--- src/hdl/glp_pkg.sv ---
// glp_pkg: shared constants, codes and types of the greedy line packer
// no dependencies; used by the interfaces and every module of the block
`default_nettype none

package glp_pkg;

   // line store geometry
   localparam int LINE_DEPTH = 64;
   localparam int IDX_W      = (LINE_DEPTH > 1) ? $clog2(LINE_DEPTH) : 1;
   localparam int CNT_W      = $clog2(LINE_DEPTH + 1);

   // field widths
   localparam int FUNC_W = 2;
   localparam int DIM_W  = 16;
   localparam int TOT_W  = 17;
   localparam int SLOT_W = 6;
   localparam int Y_W    = 32;

   // register port
   localparam int APB_ADDR_W = 3;
   localparam int APB_DATA_W = 32;
   localparam logic       REG_LINE_WIDTH = 1'b0;
   localparam logic [DIM_W-1:0] LINE_WIDTH_RST = 16'hFFFF;

   // operation codes
   localparam logic [FUNC_W-1:0] FUNC_PUSH  = 2'd0;
   localparam logic [FUNC_W-1:0] FUNC_BREAK = 2'd1;
   localparam logic [FUNC_W-1:0] FUNC_PAGE  = 2'd2;

   typedef enum logic [1:0] {
      ST_IDLE  = 2'b01,
      ST_FLUSH = 2'b10
   } seq_state_type;

   // access to the width store
   typedef struct packed {
      logic             wr_en;
      logic [IDX_W-1:0] wr_addr;
      logic [DIM_W-1:0] wr_data;
      logic             rd_en;
      logic [IDX_W-1:0] rd_addr;
   } mem_req_type;

endpackage

`default_nettype wire

--- src/hdl/glp_csr.sv ---
// glp_csr: apb-style register block holding the available line width
// depends on glp_pkg
`default_nettype none

module glp_csr
   import glp_pkg::*;
(
   input  wire logic                  clock,
   input  wire logic                  reset,
   input  wire logic                  psel,
   input  wire logic                  penable,
   input  wire logic                  pwrite,
   input  wire logic [APB_ADDR_W-1:0] paddr,
   input  wire logic [APB_DATA_W-1:0] pwdata,
   output      logic [APB_DATA_W-1:0] prdata,
   output      logic                  pready,
   output      logic [DIM_W-1:0]      line_width
);

   logic [DIM_W-1:0] line_width_ff;
   logic [DIM_W-1:0] line_width_in;
   logic             wr_hit;

   // register index sits above the word offset
   assign wr_hit = psel && penable && pwrite && (paddr[2] == REG_LINE_WIDTH);

   always_comb begin
      line_width_in = line_width_ff;
      if (wr_hit) begin
         line_width_in = pwdata[DIM_W-1:0];
      end
   end

   always_ff @(posedge clock) begin
      if (reset) begin
         line_width_ff <= LINE_WIDTH_RST;
      end else begin
         line_width_ff <= line_width_in;
      end
   end

   always_comb begin
      prdata = '0;
      if (paddr[2] == REG_LINE_WIDTH) begin
         prdata = APB_DATA_W'(line_width_ff);
      end
   end

   assign pready     = 1'b1;
   assign line_width = line_width_ff;

endmodule

`default_nettype wire

--- config.mk ---
export PLATFORM = sky130hd
export DESIGN_NAME = glp_csr
export DESIGN_NICKNAME = d
export VERILOG_FILES = /design/src/hdl/glp_pkg.sv /design/src/hdl/glp_csr.sv
export SDC_FILE = /design/constraint.sdc
export NUM_CORES = 1
export LEC_CHECK = 0
export BUFFER_PORTS_ARGS = -buffer_cell sky130_fd_sc_hd__buf_4
export CAP_MARGIN = 20
export CORE_MARGIN = 1.5
export CORE_UTILIZATION = 32
export CTS_CLUSTER_DIAMETER = 120
export DETAILED_ROUTE_END_ITERATION = 8
export PLACE_DENSITY_LB_ADDON = 0.25
export SLEW_MARGIN = 30
export SYNTH_ARGS = -nofsm -noshare
export SYNTH_HDL_FRONTEND = slang
export SYNTH_SLANG_ARGS = --single-unit
--- constraint.sdc ---
create_clock -name clock -period 0.89 [get_ports clock]
set_input_delay 0.178 -clock clock [delete_from_list [all_inputs] [get_ports clock]]
set_output_delay 0.178 -clock clock [all_outputs]
set_load 0.005 [all_outputs]
After elaboration in Yosys (flattened, before gate mapping)
Cells that the tools add are included.

Bitwise operators: 1. Muxes and demuxes: 1. Reductions and logical operators: 3.

Operator list (count): $mux 16 (1); $logic_and 1x1->1 (3); $not 1->1 (1).

Word-level logic and storage cells: 6. Output and inout port bits: 49. Input port bits: 40. Bits in registers: 16.

Depth between registers and ports, before layout
Gate-level depths: netlist of run 1.

Word-level depth: 3. Mapped depth: 4. Gate-level depth less buffers: 2.

Worst setup path after synthesis of run 1
Ideal clock, no wire load.

Kind: input-to-reg. From: input paddr[2]. To: register line_width_ff[0] (netlist: line_width[0]). Path slack: -0.028 ns. Path buffers: 2. Required time: 0.818 ns. Setup time: 0.072 ns. Arrival: 0.847 ns. Stages on the path: 4. Path through: and4b_1 -> buf_6 -> buf_12 -> mux2i_1.

Word-level cells in the longest chain between the ends: 2.

Ends and longest elaborated chain: start, declared (RTL line glp_csr.sv:13) `input wire logic [APB_ADDR_W-1:0] paddr,`; $not 1->1; $logic_and 1x1->1 (RTL line glp_csr.sv:25) `assign wr_hit = psel && penable && pwrite && (paddr[2] == REG_LINE_WIDTH);`; end signal, assigned (RTL line glp_csr.sv:38) `line_width_ff <= line_width_in;`; end, declared (RTL line glp_csr.sv:20) `logic [DIM_W-1:0] line_width_ff;`.

Every way passes these cells. A chain may end at the register's enable or synchronous reset.

Worst setup path in the final report of run 1
From: register line_width_ff[3] (netlist: line_width[3]). To: output prdata[3].

Word-level cells in the longest chain between the ends: 1.

Ends and longest elaborated chain: $mux 16 (RTL line glp_csr.sv:44) `if (paddr[2] == REG_LINE_WIDTH) begin`; end, declared (RTL line glp_csr.sv:15) `output logic [APB_DATA_W-1:0] prdata,`.

Every way passes these cells.

==> results of run 1 <==
## through the flow
stage	util	instances	hold WS, ns	setup TNS [ns]	worst slack [ns]
after global routing	0.623	208	0.147	-6.18	-0.265
after global placement	0.461	185	0.433	-2.38	-0.137
after floorplan	-	121	0.340	-0.283	-0.0283
after CTS	0.537	197	0.135	-4.41	-0.222
after detailed placement	0.461	185	0.443	-2.72	-0.166
final	0.623	208	0.141	-4.75	-0.226
## worst min path at each step
stage	startpoint	cells after the start	to
detailed placement	pwdata[6]	3	line_width[6]$_SDFFE_PP1P_
global placement	pwdata[4]	3	line_width[4]$_SDFFE_PP1P_
CTS	pwdata[6]	3	line_width[6]$_SDFFE_PP1P_
floorplan	reset	2	line_width[10]$_SDFFE_PP1P_
finish	pwdata[2]	3	line_width[2]$_SDFFE_PP1P_
global route	pwdata[4]	3	line_width[4]$_SDFFE_PP1P_
## cell families after synthesis
| group | Yosys count | synth area share |
|---|---|---|
| other cells | 2 | 0.00828 |
| flops | 16 | 0.353 |
| buf+inv | 23 | 0.192 |
| simple gates | 49 | 0.270 |
| mux | 16 | 0.177 |
## worst reg2reg max path: cells and delay by family (launching register included)
kind          cells  cell delay (ns)
mux               1             0.06
simple gates      1             0.06
buf+inv           3             0.32
flops             1             0.34
## cell type report
| class | count | area [um2] | area share |
|---|---|---|---|
| Tap cell | 31 | 38.8 | 0.0228 |
| Clock buffer | 4 | 36.3 | 0.0213 |
| Sequential cell | 16 | 340 | 0.200 |
| Timing Repair Buffer | 75 | 741 | 0.435 |
| Multi-Input combinational cell | 82 | 547 | 0.321 |
## Yosys cell counts
library cell / n / area, um2
and4b_1: 1 / 10.0
buf_12: 1 / 20.0
mux2i_1: 16 / 160
buf_6: 1 / 11.3
and2b_2: 6 / 52.6
nor2b_1: 10 / 62.6
dfxtp_1: 16 / 320
buf_4: 17 / 128
clkbuf_1: 4 / 15.0
conb_1: 2 / 7.51
nor2_1: 32 / 120
## cells in the final DEF, fill, tap and decap left out
cell      netlist  layout
clkbuf_8        0       1
conb_1          2      17
and4b_1         1       1
mux2i_1        16      16
dfxtp_2         0      16
buf_4          17      30
nor2_2          0       1
nor2_4          0       1
buf_6           1      44
buf_12          1       1
nor2b_4         0       9
nor2b_1        10       1
and2b_2         6       6
clkbuf_4        0       3
nor2_1         32      30
## power by group
group | total (mW) | internal, mW | switching (mW)
sequential | 0.747 | 0.735 | 0.0128
combinational | 0.427 | 0.268 | 0.159
clock | 0.487 | 0.249 | 0.238
## timing repair
item	4_1_cts	5_1_grt
pin swaps	0	1
resized for setup	40	37
buffers inserted	8	11
endpoints found under the setup margin	32	32
hold buffers	0	0
## per-layer routing
layer / wire [um] / up-vias
li1: - / 438
met1: 927 / 399
met2: 1320 / 40
met3: 134 / 4
met4: 46 / 0
met5: 0 / -
==> impl_results.md, run 1 <==
- # setup viols final: 32
- Met3 global-route usage: 0.0233
- Reg2reg start: line_width[12]$_SDFFE_PP1P_
- Crit path max-delay family: flip-flops
- Final period util: 1.25
- RSZ-0062 raised after global routing: true
- Static Leakage: 0.826 nW
- FF-to-FF End: line_width[12]$_SDFFE_PP1P_
- Depth of the most critical reg-to-reg path: 5
- Register bit total from synthesis: 16
- Fin crit period: 1.12 ns
- Ys Warns: 0
- Drt pass-1 iters: 4
- Post-DRT Antenna Nets: 0
- Fillers: 237
- Slew Viols, Final: 0
- Final hold vios: 0
- Register-to-register setup slack: 0.01 ns
- Clock sink total: 16
- Core footprint: 2730 um2
- HPWL after DPL: 1430 um
- CTS clk-pin slew, worst paths: 0.10 ns
- Row count: 19
- CP Class: reg -> out
- Area grow syn2layout: 87.7%
- Crit-path cells: and2b_2 -> buf_6
- Crit-path max FO: 2
- Mapped Area: 907 um2
- N_diodes: 0
- First-pass GRT wire length: 3540 um
- Die W: 56.2 um
- Startpoint types: register
- Instance area at placement: 1260 um2
- Design Power: 1.66 mW
- DRC violations left: 0
- Worst setup endpoint: prdata[3]
- Clock buffer depth: 2
- Outcome: finished, violations left
- GR peak layer: met2
- Detailed Route Iter0 Violations: 15
- Total gr overflow: 0
- Total GRT Usage: 0.143
- Clock latency on the worst-skew pair: 0.29 ns
- I/O Buffers: 53
- Cell Pwr Density: 976 nW/um2
- Max Cap Violations: 0
- Hold Path Class: in -> reg
- Post-Syn Instances: 106
- Worst path depth: 2
- Mean area per synthesized cell: 8.56 um2
- Final Cell Area: 1700 um2
- Worst Slack Setup Final: -0.226 ns
- Vias per cell: 4.24
- Area of the die: 3160 um2
- Critical path buffers and inverters: 1
- Vias in the first global route: 816
- Initial Util: 0.332
- Grt met2 use: 0.271
- Die Ht: 56.2 um
- Largest register FFs: 16
- Clock skew: 0 ns
- CP max stage cell: dfxtp_2
- CP max stage delay: 0.33 ns
- VDD IR max: 0.000781 V
- Final #Nets: 218
- Met1 usage: 0.147
- Crit path DAT: 0.94 ns
- CTS tree: built
- Depth of the CTS H-tree: 1
- Critical path launch point: line_width[3]$_SDFFE_PP1P_
- CTS root buffer: clkbuf_4
- Register area share after synthesis: 0.353
- Share of cells above drive strength 1: 0.633
- GP Congestion: 0.746
- Max Freq: 896 MHz
- Initial antenna violation count: 0
- Yosys cell types: 11
- WL final: 2430 um
- Largest net degree at the start of global routing: 33
- IO Pins: 89
- Worst Path Required: 0.71 ns
- Setup crit end kind: primary output
- Drt wl/cell: 11.7 um
- Num CTS Buffers: 3
- Violated checks: negative setup slack
- DR vias: 881
Note: power is estimated with default switching activity, not from simulation.
==> inputs of run 2 (changes only) <==
--- a/config.mk
+++ b/config.mk
@@ -7,10 +7,13 @@
 export LEC_CHECK = 0
 export BUFFER_PORTS_ARGS = -buffer_cell sky130_fd_sc_hd__buf_4
 export CAP_MARGIN = 20
+export CELL_PAD_IN_SITES_DETAIL_PLACEMENT = 0
+export CELL_PAD_IN_SITES_GLOBAL_PLACEMENT = 2
 export CORE_MARGIN = 1.5
-export CORE_UTILIZATION = 32
+export CORE_UTILIZATION = 15
 export CTS_CLUSTER_DIAMETER = 120
 export DETAILED_ROUTE_END_ITERATION = 8
+export GPL_TIMING_DRIVEN = 0
 export PLACE_DENSITY_LB_ADDON = 0.25
 export SLEW_MARGIN = 30
 export SYNTH_ARGS = -nofsm -noshare
==> run 2 against run 1 <==
  * The run still ends with negative setup slack left
  * Fmax rose by 5.3%
  * Worst setup slack improved by 0.056 ns
  * Sequential cell count unchanged
  * Count of clock-buffer cells in the layout unchanged
  * Global-route usage fell by 6.0 points
==> impl_results.md, run 2 (synthesis gave the netlist of run 1 again) <==
- Outcome: finished, violations left
- Violated checks: negative setup slack
- Largest register FFs: 16
- HPWL after DPL: 2030 um
- Total GRT Usage: 0.0831
- Post-DRT Antenna Nets: 0
- Design Power: 1.91 mW
- GP Congestion: 0.573
- CTS tree: built
- Instance area at placement: 1460 um2
- Fin crit period: 1.06 ns
- Area grow syn2layout: 108%
- DRC violations left: 0
- Crit-path cells: and2b_2 -> buf_6
- IO Pins: 89
- WL final: 3000 um
- Most common cell after layout, fill and taps aside: buf_4
- Crit path max-delay family: flip-flops
- Crit path DAT: 0.88 ns
- Dpl ws: -0.328 ns
- Final hold vios: 0
- Setup crit end kind: primary output
- RSZ-0062 raised after global routing: true
- CTS root buffer: clkbuf_8
- Largest net degree at the start of global routing: 11
- Worst Path Required: 0.71 ns
- Critical path buffers and inverters: 1
- Hold Path Class: in -> reg
- Drt pass-1 iters: 3
- Core footprint: 5890 um2
- Hold Path Stages: 3
- Worst-margin pin slew: 0.510 ns
- Slew Viols, Final: 0
- Depth of the CTS H-tree: 1
- Psw: 0.461 mW
- CP max stage cell: dfxtp_2
- Max Freq: 944 MHz
- Most frequent cells in the layout: 50 x buf_4, 36 x buf_6, 32 x nor2_1
- Initial antenna violation count: 0
- Detailed Route Iter0 Violations: 32
- Sequential power share: 0.392
- DR vias: 935
- Row count: 28
- Startpoint types: register
- Depth of the most critical reg-to-reg path: 4
- First-pass GRT wire length: 4000 um
- Clock buffer depth: 2
- Die W: 80.8 um
- Max Cap Violations: 0
- Crit-path max FO: 2
- Die Ht: 80.8 um
- Static Leakage: 0.906 nW
- Slew margin rel.: 0.660
- Cts hold-fix bufs: 0
- # setup viols final: 28
- Post-route core utilization: 0.321
- Area of the die: 6520 um2
- Final Cell Area: 1890 um2
- Clk pwr share: 0.351
- Initial Util: 0.154
- P_int: 1.45 mW
- Share of cells above drive strength 1: 0.636
- Clock sink total: 16
- Sw Share: 0.242
- Final #Nets: 236
- Total gr overflow: 0
- VDD IR max: 0.000432 V
- N_diodes: 0
- Worst path depth: 2
- Clock skew: 0 ns
- Final period util: 1.19
- Drt wl/cell: 11.1 um
- Logic gate share of total power: 0.257
- CP Class: reg -> out
- CP max stage delay: 0.33 ns
- Vias in the first global route: 811
- Clock latency on the worst-skew pair: 0.25 ns
- CTS clk-pin slew, worst paths: 0.07 ns
- Vias per cell: 3.46
- Num CTS Buffers: 3
- I/O Buffers: 53
- Worst Slack Setup Final: -0.170 ns
- Cell Pwr Density: 1010 nW/um2
- WHS: 0.178 ns
run 2: final timing paths:
check | start | slack (ns) | end
setup / recovery | line_width[0]$_SDFFE_PP1P_ | -0.17 | prdata[0]
hold / removal | pwdata[2] | 0.18 | line_width[2]$_SDFFE_PP1P_
setup reg to reg | line_width[15]$_SDFFE_PP1P_ | 0.07 | line_width[15]$_SDFFE_PP1P_
hold reg to reg | line_width[10]$_SDFFE_PP1P_ | 0.53 | line_width[10]$_SDFFE_PP1P_
run 2: cell type report:
class                   instances  area [um2]
clock buffers                   4        55.1
well taps                      75        93.8
fillers                       637        4000
flip-flops and latches         16         340
multi-input cells              82         522
repair buffers                 70         699
plain buffers                  23         179
run 2: power by group through the flow:
stage | Clock, mW | Sequential [mW] | Combinational [mW]
global placement | 0 | 0.760 | 0.377
CTS | 0.710 | 0.747 | 0.428
floorplan | 0 | 0.760 | 0.183
detailed placement | 0 | 0.761 | 0.378
finish | 0.671 | 0.748 | 0.490
global route | 0.728 | 0.750 | 0.531
run 2: stage by stage:
stage,TNS (ns),std cells
floorplan,-0.283,121
global placement,-6.49,249
detailed placement,-6.88,249
CTS,-3.19,260
global route,-4.27,270
finish,-3.37,270
run 2: per-layer routing:
metal  vias up  GRT usage  part of all wire
li1        474          -                 -
met1       421      0.101              0.41
met2        35      0.139              0.51
met3         5     0.0202             0.063
met4         0     0.0362             0.015
met5         -          0                 0
run 2: timing repair:
item / 4_1_cts / 5_1_grt
resized for setup: 40 / 31
endpoints found under the setup margin: 42 / 42
gates cloned: 0 / 1
setup buffers: 7 / 9
run 2: worst min-delay path, delay by kind of cell:
kind          cells  cell delay, ns
simple gates      1            0.03
mux               1            0.11
buf+inv           1            0.08
==> inputs of run 3 (changes only) <==
--- a/config.mk
+++ b/config.mk
@@ -9,6 +9,7 @@
 export CAP_MARGIN = 20
 export CELL_PAD_IN_SITES_DETAIL_PLACEMENT = 0
 export CELL_PAD_IN_SITES_GLOBAL_PLACEMENT = 2
+export CORE_ASPECT_RATIO = 1.2
 export CORE_MARGIN = 1.5
 export CORE_UTILIZATION = 15
 export CTS_CLUSTER_DIAMETER = 120
==> run 3 against run 2 <==
  * The run still ends with negative setup slack left
  * Count of clock-buffer cells in the layout unchanged
  * Via count decreased by 2.0%
  * Critical path depth unchanged
  * Largest cell class unchanged
==> impl_results.md, run 3 (synthesis gave the netlist of run 1 again) <==
- Hold Path Class: in -> reg
- Post-route core utilization: 0.319
- DRC violations left: 0
- Drt pass-1 iters: 2
- Crit path max-delay family: flip-flops
- Core footprint: 5740 um2
- Crit-path max FO: 2
- Most common cell after layout, fill and taps aside: buf_4
- Slew Viols, Final: 0
- Hold path startpoint: pwdata[2]
- RSZ-0062 raised after global routing: true
- CTS root buffer: clkbuf_8
- IO Pins: 89
- Die W: 74.0 um
- # setup viols final: 22
- Area grow syn2layout: 102%
- CP max stage cell: dfxtp_2
- VDD IR max: 0.000388 V
- Final #Nets: 232
- Final cell count without fillers: 271
- Initial antenna violation count: 0
- Row count: 30
- Setup crit end kind: primary output
- Cell Pwr Density: 1020 nW/um2
- Post-DRT Antenna Nets: 0
- Final hold vios: 0
- Clock latency on the worst-skew pair: 0.25 ns
- Detailed Route Iter0 Violations: 35
- Most frequent cells in the layout: 49 x buf_4, 34 x buf_6, 31 x nor2_1
- Critical path buffers and inverters: 1
- Area of the die: 6520 um2
- Worst path depth: 2
- WL final: 2930 um
- Fin crit period: 1.06 ns
- Worst Slack Setup Final: -0.167 ns
- GP Congestion: 0.666
- Fillers: 613
- Vias per cell: 3.38
- Hold Path Stages: 3
- CTS clk-pin slew, worst paths: 0.07 ns
- Outcome: finished, violations left
- Die Ht: 88.2 um
- First-pass GRT wire length: 3960 um
- Share of cells above drive strength 1: 0.628
- Clock buffer depth: 2
- Startpoint types: register
- CP max stage delay: 0.33 ns
- Total gr overflow: 0
- Worst Path Required: 0.71 ns
- Static Leakage: 0.864 nW
- Crit-path cells: and2b_2 -> buf_6
- Placed Cells: 254
- Clock sink total: 16
- Clock skew: 0 ns
- Final period util: 1.19
- Largest net degree at the start of global routing: 11
- Hold path endpoint: line_width[2]$_SDFFE_PP1P_
- CP Class: reg -> out
- Depth of the CTS H-tree: 1
- Crit path DAT: 0.88 ns
- FF-to-FF End: line_width[1]$_SDFFE_PP1P_
- Violated checks: negative setup slack
- Num CTS Buffers: 3
- Drt wl/cell: 10.8 um
- Total GRT Usage: 0.0809
- Max Freq: 946 MHz
- Depth of the most critical reg-to-reg path: 4
- Vias in the first global route: 812
- DR vias: 916
- I/O Buffers: 53
- Initial Util: 0.158
- Reg2reg start: line_width[1]$_SDFFE_PP1P_
- N_diodes: 0
- Largest register FFs: 16
- CTS tree: built
- Cts hold-fix bufs: 0
- Max Cap Violations: 0
- Register-to-register setup slack: 0.07 ns
## run 3: worst min-delay path, cell delays in order
cell and delay, ns:
buf_4 0.08, nor2_1 0.03, mux2i_1 0.10
## run 3: final cells by class
class                      count  area (um2)  share of cell area
timing repair buffer          66         649               0.354
multi-input combinational     82         509               0.278
sequential                    16         340               0.186
buffer                        23         180              0.0982
tap                           80         100              0.0546
clock buffer                   4        55.1              0.0300
## run 3: per-layer routing
metal,vias to the layer above,track usage,wire length (um)
met5,-,0,0
met4,0,0.0253,10
met3,2,0.0196,207
met2,45,0.144,1470
met1,406,0.0936,1240
li1,463,-,-
## run 3: how the worst max path moves through the flow
| stage | from | to | slack [ns] |
|---|---|---|---|
| detailed placement | paddr[2] | prdata[5] | -0.31 |
| global route | line_width[13]$_SDFFE_PP1P_ | prdata[13] | -0.20 |
| finish | line_width[3]$_SDFFE_PP1P_ | prdata[3] | -0.17 |
| global placement | paddr[2] | prdata[7] | -0.27 |
| floorplan | paddr[2] | line_width[0]$_SDFFE_PP1P_ | -0.03 |
| CTS | line_width[0]$_SDFFE_PP1P_ | prdata[0] | -0.18 |
## run 3: power by group
group	internal [mW]	total (mW)	switching, mW
Clock	0.392	0.660	0.268
Combinational	0.300	0.466	0.166
Sequential	0.735	0.748	0.0132
Total	1.43	1.87	0.447
## run 3: timing repair
item	in CTS	in global routing
cloned	0	1
endpoints found under the setup margin	38	37
setup buffers	9	3
resized for setup	32	33
## run 3: per-stage QoR
| step | setup slack [ns] | hold WS [ns] | cell area [um2] | power (mW) | setup TNS (ns) |
|---|---|---|---|---|---|
| 5_1_grt | -0.197 | 0.176 | 1830 | 1.99 | -3.54 |
| 3_5_place_dp | -0.311 | 0.442 | 1460 | 1.14 | -6.61 |
| 3_3_place_gp | -0.267 | 0.433 | 1460 | 1.13 | -5.95 |
| 4_1_cts | -0.175 | 0.177 | 1670 | 1.86 | -2.87 |
| 2_1_floorplan | -0.0283 | 0.340 | 963 | 0.943 | -0.283 |
| 6_report | -0.167 | 0.183 | 1830 | 1.87 | -2.65 |
